### src/hdl/alrc_pkg.sv
`timescale 1ns / 1ps

package alrc_pkg;

  localparam int MODE_W     = 2;
  localparam int KIND_W     = 3;
  localparam int ENTRY_W    = 4;
  localparam int BC_W       = 49;
  localparam int APB_DATA_W = 64;
  localparam int APB_ADDR_W = 4;

  // request modes
  localparam logic [MODE_W-1:0] MODE_READ  = 2'd0;
  localparam logic [MODE_W-1:0] MODE_WRITE = 2'd1;
  localparam logic [MODE_W-1:0] MODE_FLUSH = 2'd2;
  localparam logic [MODE_W-1:0] MODE_INVAL = 2'd3;

  // result kinds
  localparam logic [KIND_W-1:0] KIND_RGRANT = 3'd0;
  localparam logic [KIND_W-1:0] KIND_WGRANT = 3'd1;
  localparam logic [KIND_W-1:0] KIND_WB     = 3'd2;
  localparam logic [KIND_W-1:0] KIND_FILL   = 3'd3;
  localparam logic [KIND_W-1:0] KIND_DFLUSH = 3'd4;
  localparam logic [KIND_W-1:0] KIND_DONE   = 3'd5;
  localparam logic [KIND_W-1:0] KIND_REJ    = 3'd6;

  // register select, taken from the upper address bit (8-byte stride)
  localparam logic REG_ENABLED     = 1'b0;
  localparam logic REG_BLOCK_COUNT = 1'b1;

  typedef struct packed {
    logic            enabled;
    logic [BC_W-1:0] block_count;
  } cfg_t;

endpackage

### src/hdl/alrc_cfg_regs.sv
`timescale 1ns / 1ps

module alrc_cfg_regs (
  input  logic                               clk,
  input  logic                               rst_n,
  input  logic                               psel,
  input  logic                               penable,
  input  logic                               pwrite,
  input  logic [alrc_pkg::APB_ADDR_W-1:0]    paddr,
  input  logic [alrc_pkg::APB_DATA_W-1:0]    pwdata,
  output logic [alrc_pkg::APB_DATA_W-1:0]    prdata,
  output logic                               pready,
  output alrc_pkg::cfg_t                     cfg
);
  import alrc_pkg::*;

  logic            enabled_r;
  logic [BC_W-1:0] block_count_r;
  logic            wr_en;

  assign pready = 1'b1;
  assign wr_en  = psel && penable && pwrite && pready;

  always_ff @(posedge clk) begin
    if (!rst_n) begin
      enabled_r     <= 1'b0;
      block_count_r <= '0;
    end else if (wr_en) begin
      case (paddr[APB_ADDR_W-1])
        REG_ENABLED:     enabled_r     <= pwdata[0];
        REG_BLOCK_COUNT: block_count_r <= pwdata[BC_W-1:0];
        default: ;
      endcase
    end
  end

  always_comb begin
    case (paddr[APB_ADDR_W-1])
      REG_ENABLED:     prdata = APB_DATA_W'(enabled_r);
      REG_BLOCK_COUNT: prdata = APB_DATA_W'(block_count_r);
      default:         prdata = '0;
    endcase
  end

  assign cfg.enabled     = enabled_r;
  assign cfg.block_count = block_count_r;

endmodule

### src/hdl/assoc_lru_writeback_block_cache_unit.sv
`timescale 1ns / 1ps
// a read or write walks all ENTRIES tags through one comparator (one per cycle),
//   then a decide state, an optional fill state and a grant state; busy is high throughout
// a new request is taken only while busy is low; a rejected request never leaves idle;
//   flush walks every entry, one writeback per cycle at most
// each result is on the out_ ports for one cycle, the cycle after it is formed; no stall
// reset (synchronous, rst_n low) clears valid, dirty and rank state and the registers
module assoc_lru_writeback_block_cache_unit #(
  parameter int ENTRIES   = 16,
  parameter int ADDR_BITS = 48
) (
  input  logic                               clk,
  input  logic                               rst_n,
  input  logic                               start,
  output logic                               busy,
  input  logic [alrc_pkg::MODE_W-1:0]        in_mode,
  input  logic [ADDR_BITS-1:0]               in_lba,
  output logic                               out_valid,
  output logic [alrc_pkg::KIND_W-1:0]        out_kind,
  output logic [alrc_pkg::ENTRY_W-1:0]       out_entry,
  output logic [ADDR_BITS-1:0]               out_block_addr,
  output logic                               out_hit,
  output logic                               out_last,
  input  logic                               psel,
  input  logic                               penable,
  input  logic                               pwrite,
  input  logic [alrc_pkg::APB_ADDR_W-1:0]    paddr,
  input  logic [alrc_pkg::APB_DATA_W-1:0]    pwdata,
  output logic [alrc_pkg::APB_DATA_W-1:0]    prdata,
  output logic                               pready
);
  import alrc_pkg::*;

  localparam int IDX_W = $clog2(ENTRIES);
  localparam int CNT_W = $clog2(ENTRIES + 1);
  localparam int CMP_W = (ADDR_BITS > BC_W) ? ADDR_BITS : BC_W;
  localparam logic [IDX_W-1:0] LAST_IDX = IDX_W'(ENTRIES - 1);

  localparam logic [2:0] ST_IDLE   = 3'd0;
  localparam logic [2:0] ST_SCAN   = 3'd1;
  localparam logic [2:0] ST_FLUSH  = 3'd2;
  localparam logic [2:0] ST_DECIDE = 3'd3;
  localparam logic [2:0] ST_FILL   = 3'd4;
  localparam logic [2:0] ST_GRANT  = 3'd5;
  localparam logic [2:0] ST_INVAL  = 3'd6;
  localparam logic [2:0] ST_DFLUSH = 3'd7;

  cfg_t cfg;

  alrc_cfg_regs u_cfg (
    .clk     (clk),
    .rst_n   (rst_n),
    .psel    (psel),
    .penable (penable),
    .pwrite  (pwrite),
    .paddr   (paddr),
    .pwdata  (pwdata),
    .prdata  (prdata),
    .pready  (pready),
    .cfg     (cfg)
  );

  // control state
  logic [2:0]         state_r, state_nxt;
  logic [IDX_W-1:0]   idx_r, idx_nxt;
  logic               found_r, found_nxt;
  logic               free_r, free_nxt;
  logic [CNT_W-1:0]   vcnt_r, vcnt_nxt;
  logic [ENTRIES-1:0] valid_r, valid_nxt;
  logic [ENTRIES-1:0] dirty_r, dirty_nxt;
  logic [IDX_W-1:0]   rank_r   [ENTRIES];
  logic [IDX_W-1:0]   rank_nxt [ENTRIES];
  logic               out_valid_r, out_valid_nxt;

  // payload state
  logic [MODE_W-1:0]    mode_r, mode_nxt;
  logic [ADDR_BITS-1:0] lba_r, lba_nxt;
  logic [IDX_W-1:0]     hit_idx_r, hit_idx_nxt;
  logic [IDX_W-1:0]     hit_rank_r, hit_rank_nxt;
  logic                 hit_dirty_r, hit_dirty_nxt;
  logic [IDX_W-1:0]     free_idx_r, free_idx_nxt;
  logic [IDX_W-1:0]     min_idx_r, min_idx_nxt;
  logic [IDX_W-1:0]     min_rank_r, min_rank_nxt;
  logic                 min_dirty_r, min_dirty_nxt;
  logic [ADDR_BITS-1:0] min_tag_r, min_tag_nxt;
  logic [IDX_W-1:0]     vic_idx_r, vic_idx_nxt;
  logic                 vic_valid_r, vic_valid_nxt;
  logic [IDX_W-1:0]     vic_rank_r, vic_rank_nxt;
  logic [KIND_W-1:0]    out_kind_r, out_kind_nxt;
  logic [ENTRY_W-1:0]   out_entry_r, out_entry_nxt;
  logic [ADDR_BITS-1:0] out_addr_r, out_addr_nxt;
  logic                 out_hit_r, out_hit_nxt;
  logic                 out_last_r, out_last_nxt;

  // tag store
  logic [ADDR_BITS-1:0] tag_mem [ENTRIES];
  logic [ADDR_BITS-1:0] tag_q_r;
  logic [IDX_W-1:0]     tag_raddr;
  logic                 tag_we;

  logic                 accept;
  logic                 scan_last;
  logic                 cur_valid, cur_dirty, tag_eq;
  logic [IDX_W-1:0]     cur_rank;
  logic                 out_of_range;

  assign busy      = (state_r != ST_IDLE);
  assign accept    = start && !busy;
  assign scan_last = (idx_r == LAST_IDX);
  assign cur_valid = valid_r[idx_r];
  assign cur_dirty = dirty_r[idx_r];
  assign cur_rank  = rank_r[idx_r];
  // the one tag comparator, shared by every step of the scan
  assign tag_eq    = (tag_q_r == lba_r);
  assign out_of_range = (CMP_W'(in_lba) >= CMP_W'(cfg.block_count));

  // read address runs one ahead of the scan index; idle primes entry 0
  always_comb begin
    if ((state_r == ST_SCAN || state_r == ST_FLUSH) && !scan_last) begin
      tag_raddr = idx_r + 1'b1;
    end else begin
      tag_raddr = '0;
    end
  end

  assign tag_we = (state_r == ST_GRANT) && !found_r;

  always_ff @(posedge clk) begin
    if (tag_we) begin
      tag_mem[vic_idx_r] <= lba_r;
    end
    tag_q_r <= tag_mem[tag_raddr];
  end

  always_comb begin
    logic                 emit;
    logic [KIND_W-1:0]    e_kind;
    logic [IDX_W-1:0]     e_idx;
    logic [ADDR_BITS-1:0] e_addr;
    logic                 e_hit;
    logic                 e_last;
    logic                 unrank;

    state_nxt     = state_r;
    idx_nxt       = idx_r;
    found_nxt     = found_r;
    free_nxt      = free_r;
    vcnt_nxt      = vcnt_r;
    valid_nxt     = valid_r;
    dirty_nxt     = dirty_r;
    rank_nxt      = rank_r;
    mode_nxt      = mode_r;
    lba_nxt       = lba_r;
    hit_idx_nxt   = hit_idx_r;
    hit_rank_nxt  = hit_rank_r;
    hit_dirty_nxt = hit_dirty_r;
    free_idx_nxt  = free_idx_r;
    min_idx_nxt   = min_idx_r;
    min_rank_nxt  = min_rank_r;
    min_dirty_nxt = min_dirty_r;
    min_tag_nxt   = min_tag_r;
    vic_idx_nxt   = vic_idx_r;
    vic_valid_nxt = vic_valid_r;
    vic_rank_nxt  = vic_rank_r;

    emit   = 1'b0;
    e_kind = KIND_DONE;
    e_idx  = '0;
    e_addr = lba_r;
    e_hit  = 1'b0;
    e_last = 1'b0;
    unrank = 1'b0;

    case (state_r)
      ST_IDLE: begin
        if (accept) begin
          mode_nxt  = in_mode;
          lba_nxt   = in_lba;
          idx_nxt   = '0;
          found_nxt = 1'b0;
          free_nxt  = 1'b0;
          vcnt_nxt  = '0;
          if (!cfg.enabled ||
              ((in_mode == MODE_READ || in_mode == MODE_WRITE) && out_of_range)) begin
            emit   = 1'b1;
            e_kind = KIND_REJ;
            e_addr = in_lba;
            e_last = 1'b1;
          end else if (in_mode == MODE_FLUSH) begin
            state_nxt = ST_FLUSH;
          end else begin
            state_nxt = ST_SCAN;
          end
        end
      end

      ST_SCAN: begin
        if (cur_valid && tag_eq && !found_r) begin
          found_nxt     = 1'b1;
          hit_idx_nxt   = idx_r;
          hit_rank_nxt  = cur_rank;
          hit_dirty_nxt = cur_dirty;
        end
        if (!cur_valid && !free_r) begin
          free_nxt     = 1'b1;
          free_idx_nxt = idx_r;
        end
        // lowest rank, first index on ties; only used when every entry is valid
        if (idx_r == '0 || cur_rank < min_rank_r) begin
          min_idx_nxt   = idx_r;
          min_rank_nxt  = cur_rank;
          min_dirty_nxt = cur_dirty;
          min_tag_nxt   = tag_q_r;
        end
        vcnt_nxt = vcnt_r + CNT_W'(cur_valid);
        if (scan_last) begin
          state_nxt = ST_DECIDE;
        end else begin
          idx_nxt = idx_r + 1'b1;
        end
      end

      ST_FLUSH: begin
        if (cur_valid && cur_dirty) begin
          emit   = 1'b1;
          e_kind = KIND_WB;
          e_idx  = idx_r;
          e_addr = tag_q_r;
          dirty_nxt[idx_r] = 1'b0;
        end
        if (scan_last) begin
          state_nxt = ST_DFLUSH;
        end else begin
          idx_nxt = idx_r + 1'b1;
        end
      end

      ST_DFLUSH: begin
        emit      = 1'b1;
        e_kind    = KIND_DFLUSH;
        e_addr    = '0;
        e_last    = 1'b1;
        state_nxt = ST_IDLE;
      end

      ST_DECIDE: begin
        if (mode_r == MODE_INVAL) begin
          vic_idx_nxt  = hit_idx_r;
          vic_rank_nxt = hit_rank_r;
          if (!found_r) begin
            emit      = 1'b1;
            e_kind    = KIND_DONE;
            e_last    = 1'b1;
            state_nxt = ST_IDLE;
          end else begin
            // a hit tag equals the request address
            if (hit_dirty_r) begin
              emit   = 1'b1;
              e_kind = KIND_WB;
              e_idx  = hit_idx_r;
            end
            state_nxt = ST_INVAL;
          end
        end else if (found_r) begin
          vic_idx_nxt   = hit_idx_r;
          vic_valid_nxt = 1'b1;
          vic_rank_nxt  = hit_rank_r;
          state_nxt     = ST_GRANT;
        end else begin
          if (free_r) begin
            vic_idx_nxt   = free_idx_r;
            vic_valid_nxt = 1'b0;
            vic_rank_nxt  = '0;
          end else begin
            vic_idx_nxt   = min_idx_r;
            vic_valid_nxt = 1'b1;
            vic_rank_nxt  = min_rank_r;
          end
          if (!free_r && min_dirty_r) begin
            emit      = 1'b1;
            e_kind    = KIND_WB;
            e_idx     = min_idx_r;
            e_addr    = min_tag_r;
            state_nxt = (mode_r == MODE_READ) ? ST_FILL : ST_GRANT;
          end else if (mode_r == MODE_READ) begin
            emit      = 1'b1;
            e_kind    = KIND_FILL;
            e_idx     = free_r ? free_idx_r : min_idx_r;
            state_nxt = ST_GRANT;
          end else begin
            state_nxt = ST_GRANT;
          end
        end
      end

      ST_FILL: begin
        emit      = 1'b1;
        e_kind    = KIND_FILL;
        e_idx     = vic_idx_r;
        state_nxt = ST_GRANT;
      end

      ST_GRANT: begin
        unrank = vic_valid_r;
        valid_nxt[vic_idx_r] = 1'b1;
        if (mode_r == MODE_WRITE) begin
          dirty_nxt[vic_idx_r] = 1'b1;
        end else if (!found_r) begin
          dirty_nxt[vic_idx_r] = 1'b0;
        end
        emit      = 1'b1;
        e_kind    = (mode_r == MODE_READ) ? KIND_RGRANT : KIND_WGRANT;
        e_idx     = vic_idx_r;
        e_hit     = found_r;
        e_last    = 1'b1;
        state_nxt = ST_IDLE;
      end

      ST_INVAL: begin
        unrank = 1'b1;
        valid_nxt[vic_idx_r] = 1'b0;
        dirty_nxt[vic_idx_r] = 1'b0;
        emit      = 1'b1;
        e_kind    = KIND_DONE;
        e_idx     = vic_idx_r;
        e_hit     = 1'b1;
        e_last    = 1'b1;
        state_nxt = ST_IDLE;
      end

      default: begin
        state_nxt = ST_IDLE;
      end
    endcase

    // younger valid entries step down one rank; a granted entry goes to the top, an invalidated one to rank 0
    for (int i = 0; i < ENTRIES; i++) begin
      if (IDX_W'(i) == vic_idx_r) begin
        if (state_r == ST_GRANT) begin
          rank_nxt[i] = vic_valid_r ? IDX_W'(vcnt_r - 1'b1) : IDX_W'(vcnt_r);
        end else if (state_r == ST_INVAL) begin
          rank_nxt[i] = '0;
        end
      end else if (unrank && valid_r[i] && rank_r[i] > vic_rank_r) begin
        rank_nxt[i] = rank_r[i] - 1'b1;
      end
    end

    out_valid_nxt = emit;
    out_kind_nxt  = emit ? e_kind : out_kind_r;
    out_entry_nxt = emit ? ENTRY_W'(e_idx) : out_entry_r;
    out_addr_nxt  = emit ? e_addr : out_addr_r;
    out_hit_nxt   = emit ? e_hit : out_hit_r;
    out_last_nxt  = emit ? e_last : out_last_r;
  end

  always_ff @(posedge clk) begin
    if (!rst_n) begin
      state_r     <= ST_IDLE;
      idx_r       <= '0;
      found_r     <= 1'b0;
      free_r      <= 1'b0;
      vcnt_r      <= '0;
      valid_r     <= '0;
      dirty_r     <= '0;
      out_valid_r <= 1'b0;
      for (int i = 0; i < ENTRIES; i++) begin
        rank_r[i] <= '0;
      end
    end else begin
      state_r     <= state_nxt;
      idx_r       <= idx_nxt;
      found_r     <= found_nxt;
      free_r      <= free_nxt;
      vcnt_r      <= vcnt_nxt;
      valid_r     <= valid_nxt;
      dirty_r     <= dirty_nxt;
      out_valid_r <= out_valid_nxt;
      rank_r      <= rank_nxt;
    end
  end

  always_ff @(posedge clk) begin
    mode_r      <= mode_nxt;
    lba_r       <= lba_nxt;
    hit_idx_r   <= hit_idx_nxt;
    hit_rank_r  <= hit_rank_nxt;
    hit_dirty_r <= hit_dirty_nxt;
    free_idx_r  <= free_idx_nxt;
    min_idx_r   <= min_idx_nxt;
    min_rank_r  <= min_rank_nxt;
    min_dirty_r <= min_dirty_nxt;
    min_tag_r   <= min_tag_nxt;
    vic_idx_r   <= vic_idx_nxt;
    vic_valid_r <= vic_valid_nxt;
    vic_rank_r  <= vic_rank_nxt;
    out_kind_r  <= out_kind_nxt;
    out_entry_r <= out_entry_nxt;
    out_addr_r  <= out_addr_nxt;
    out_hit_r   <= out_hit_nxt;
    out_last_r  <= out_last_nxt;
  end

  assign out_valid      = out_valid_r;
  assign out_kind       = out_kind_r;
  assign out_entry      = out_entry_r;
  assign out_block_addr = out_addr_r;
  assign out_hit        = out_hit_r;
  assign out_last       = out_last_r;

  // a dirty entry is always a valid one
  a_dirty_valid: assert property (@(posedge clk) disable iff (!rst_n)
    (dirty_r & ~valid_r) == '0)
    else $error("dirty bit set on an invalid entry");

  // the last result of an item leaves the engine idle
  a_last_idle: assert property (@(posedge clk) disable iff (!rst_n)
    out_valid_r && out_last_r |-> !busy)
    else $error("engine still busy after the last result");

  // grants, device flush and rejects always close the item
  a_final_kind: assert property (@(posedge clk) disable iff (!rst_n)
    out_valid_r && (out_kind_r == KIND_RGRANT || out_kind_r == KIND_WGRANT ||
                    out_kind_r == KIND_DFLUSH || out_kind_r == KIND_REJ) |-> out_last_r)
    else $error("closing result kind without last");

  // only grants and invalidate completion report a hit
  a_hit_kind: assert property (@(posedge clk) disable iff (!rst_n)
    out_valid_r && out_hit_r |->
      (out_kind_r == KIND_RGRANT || out_kind_r == KIND_WGRANT || out_kind_r == KIND_DONE))
    else $error("hit flagged on a device command");

endmodule
### config.mk
export PLATFORM = sky130hd
export DESIGN_NAME = assoc_lru_writeback_block_cache_unit
export DESIGN_NICKNAME = d
export VERILOG_FILES = /design/src/hdl/alrc_pkg.sv /design/src/hdl/alrc_cfg_regs.sv /design/src/hdl/assoc_lru_writeback_block_cache_unit.sv
export SDC_FILE = /design/constraint.sdc
export NUM_CORES = 2
export LEC_CHECK = 0
export ABC_AREA = 0
export BUFFER_PORTS_ARGS = -buffer_cell sky130_fd_sc_hd__buf_2
export CAP_MARGIN = 5
export CORE_UTILIZATION = 50
export DETAILED_ROUTE_END_ITERATION = 16
export HOLD_SLACK_MARGIN = 0.02
export PLACE_DENSITY = 0.63
export SYNTH_ARGS = -nofsm -noshare
export SYNTH_HDL_FRONTEND = slang
export SYNTH_SLANG_ARGS = --single-unit
### constraint.sdc
create_clock -name clk -period 13.17 [get_ports clk]
set_input_delay 1.9755 -clock clk [delete_from_list [all_inputs] [get_ports clk]]
set_output_delay 1.9755 -clock clk [all_outputs]
set_load 0.02 [all_outputs]
==> metrics <==
status finished clean; CTS tree built; Slew HR 14.72%; cts hold-fix bufs 0; initial antenna violation count 9; main flop type after synthesis edfxtp_1; TNS Setup 0 ps; busiest layer in global routing met2; register area share after synthesis 65.77%; R2R depth 12; DRC viols 0; count leader, synth edfxtp_1; ratio of cells with drive above 1 in the final layout 16.17%; first drt pass iteration count 9; CTS Sinks 1,162; element type at the critical path end flip-flop; maximum number of pins on one net before global-route repair 90; CP max stage delay 980 ps; Die Ht 317.9 um; hold crit path type reg -> reg; Max Cap Viol 0; I/O Buffers 213; setup bufs post-CTS 0; Syn-to-layout area delta 13.11%; H-tree Lvls 3; Worst-path clk slew 60 ps; Num CTS Buffers 115; hold path endpoint u_cfg.block_count_r[21]$_SDFFE_PN0P_; routing usage on met3 6.929%; grt met2 use 43.48%; measured slew at the worst slew-check pin 1276 ps; CTS root buf clkbuf_16; Tmin final 5626 ps; Max Slew Vio Count 0; Async SR Flop Fraction 0%; top post-synthesis cells by count 954 x edfxtp_1, 585 x nand2_1, 281 x a21oi_1, 208 x dfxtp_1, 177 x nor2_1; Critical Path Start in_lba[32]; Mapped Area 49,890 um2; fmax 177.7 MHz; Max clock buf depth 3; RR Startpoint idx_r[1]$_SDFFE_PN0P_; Fill cells 7,803; Post-CTS Resized 0; CP cell instances buf_2 > ha_1 > nand4_1 > nor4_2 > nand2_1 > o211ai_1 > a211oi_2 > o22ai_4 > buf_4 > or3_4; Post-DRT Antenna Nets 0; period utilization 42.72%; core area 98,560 um2; initial core utilization 50.62%; P per Cell Area 183.7 nW/um2; fin nets 4,240; via count 33,480; Crit Path Category in -> reg; final wirelength 146,500 um; hpwl dp 85,440 um; GRT overflow 0; gpl congestion 0.8586; hold depth 2; dominant cell type by area after synthesis edfxtp_1; worst-skew pair later-pin latency 720 ps; CP Data Arrival Time 5950 ps; clock skew 48.88 ps; Final Cell Area 56,430 um2; LEAKAGE 19.75 nW; 1st-iter DRT viols 3,915; Reg2Reg Setup Slack 8170 ps; maximum fanout along the worst path 58; total global-route track usage 28.63%; Min-Delay Startpoint u_cfg.block_count_r[21]$_SDFFE_PN0P_; Worst Path Required 13,490 ps; die width 317.9 um; drt wl/cell 27.26 um; Post-synth EDFFs 954; Post-Place Cell Area 52,340 um2; Cells after Synth 3,796; CP max stage cell or3_4; Distinct cells, synth 66; DR vias/cell 6.232; main area contributors after synthesis edfxtp_1 57%, dfxtp_1 8.3%, mux4_2 5.2%, nand2_1 4.4%, ha_1 3.5%; Ys Warns 0; Mean Syn Cell Area 13.14 um2; CP Launch Type input port; vias in the first global route 31,890; Hold Violations, Final 0; register bit total from synthesis 1,162; reg-to-reg endpoint tag_q_r[20]$_DFF_P_; GR Util met1 39.78%; FP Rows 115; Synth top area share 57.42%; Peak supply drop 157.4 uV; RSZ-0062 raised after global routing false; endpoints failing setup 0; I/O pin total 248; Die Area 101,000 um2; first-pass GRT wire length 212,600 um
==> critical path, delay by kind of cell <==
family / cells / cell delay, ps
and+or+nand+nor: 4 / 1920
AOI/OAI and AO/OA: 3 / 660
buffers and inverters: 2 / 920
adders and majority gates: 1 / 360
==> state kept, by name, indices dropped and copies added (netlist names), 16 cells and up, named ones only <==
name,flops
lba_r,48
dirty_r,16
min_tag_r,48
rank_r,64
u_cfg.block_count_r,49
out_block_addr,48
tag_mem,768
tag_q_r,48
==> logic make-up after synthesis <==
logic type,Yosys count,synth area share [%]
XOR/XNOR,55,0.9656
buffers and inverters,400,3.363
AND/OR/NAND/NOR,1113,10.12
multiplexers,135,5.600
adder cells (fa/ha/maj),139,3.481
AO/OA/AOI/OAI,790,10.68
other,2,0.01505
flip-flops,1162,65.77
==> through the flow <==
step,std cells,worst slack [ps],hold slack [ps],util (%),total power [mW]
finish,5373,7544,453.1,57.25,10.37
global route,5370,7534,466.8,57.25,10.72
CTS,5368,7683,454.7,57.24,10.39
detailed placement,5148,6943,446.3,53.10,6.912
global placement,5148,6942,441.3,53.10,6.878
floorplan,3810,7531,436.3,-,6.097
==> final cells by class <==
class                   instances  area (um2)  area share, %
flip-flops and latches       1162       32820          58.15
multi-input cells            2248       15670          27.77
clock buffers                 151        3176          5.627
repair buffers                287        1622          2.874
well taps                    1287        1610          2.854
clock inverters                69       905.9          1.605
inverters                     164       618.1          1.095
diodes                          5       12.51        0.02217
==> how the worst max path moves through the flow <==
| stage | endpoint |
|---|---|
| floorplan | min_dirty_r$_DFFE_PP_ |
| global placement | out_block_addr[12]$_DFFE_PP_ |
| detailed placement | out_block_addr[8]$_DFFE_PP_ |
| CTS | out_block_addr[40]$_DFFE_PP_ |
| global route | out_block_addr[40]$_DFFE_PP_ |
| finish | out_block_addr[12]$_DFFE_PP_ |
==> report_power, final <==
part           switching, mW  internal (mW)  leakage, nW
clock network           1.45           2.06         1.96
logic                   1.38          0.677         7.42
registers              0.341           4.46         10.4
==> per-layer routing <==
layer	share of wire, %	vias to the layer above
li1	-	14790
met1	40	16700
met2	45	1758
met3	11	233
met4	3.6	4
met5	0.020	-
==> cell usage in the layout (no fill, tap or decap), drive strengths merged, types with 13 or more instances in the layout <==
master / n
a211oi: 84
a21oi: 282
a221o: 49
a222oi: 51
a22oi: 16
a311oi: 98
a31oi: 17
and2: 13
and3: 104
buf: 287
bufinv: 18
clkbuf: 151
clkinv: 34
conb: 16
dfxtp: 208
edfxtp: 954
ha: 138
inv: 169
mux2i: 17
mux4: 115
nand2: 586
nand2b: 31
nand3: 31
nand4: 47
nor2: 177
nor2b: 24
nor3: 38
nor3b: 16
nor4: 17
o211ai: 15
o21ai: 123
or2: 17
xnor2: 18
xor2: 37
No activity file was read; power rests on OpenSTA's default activity.
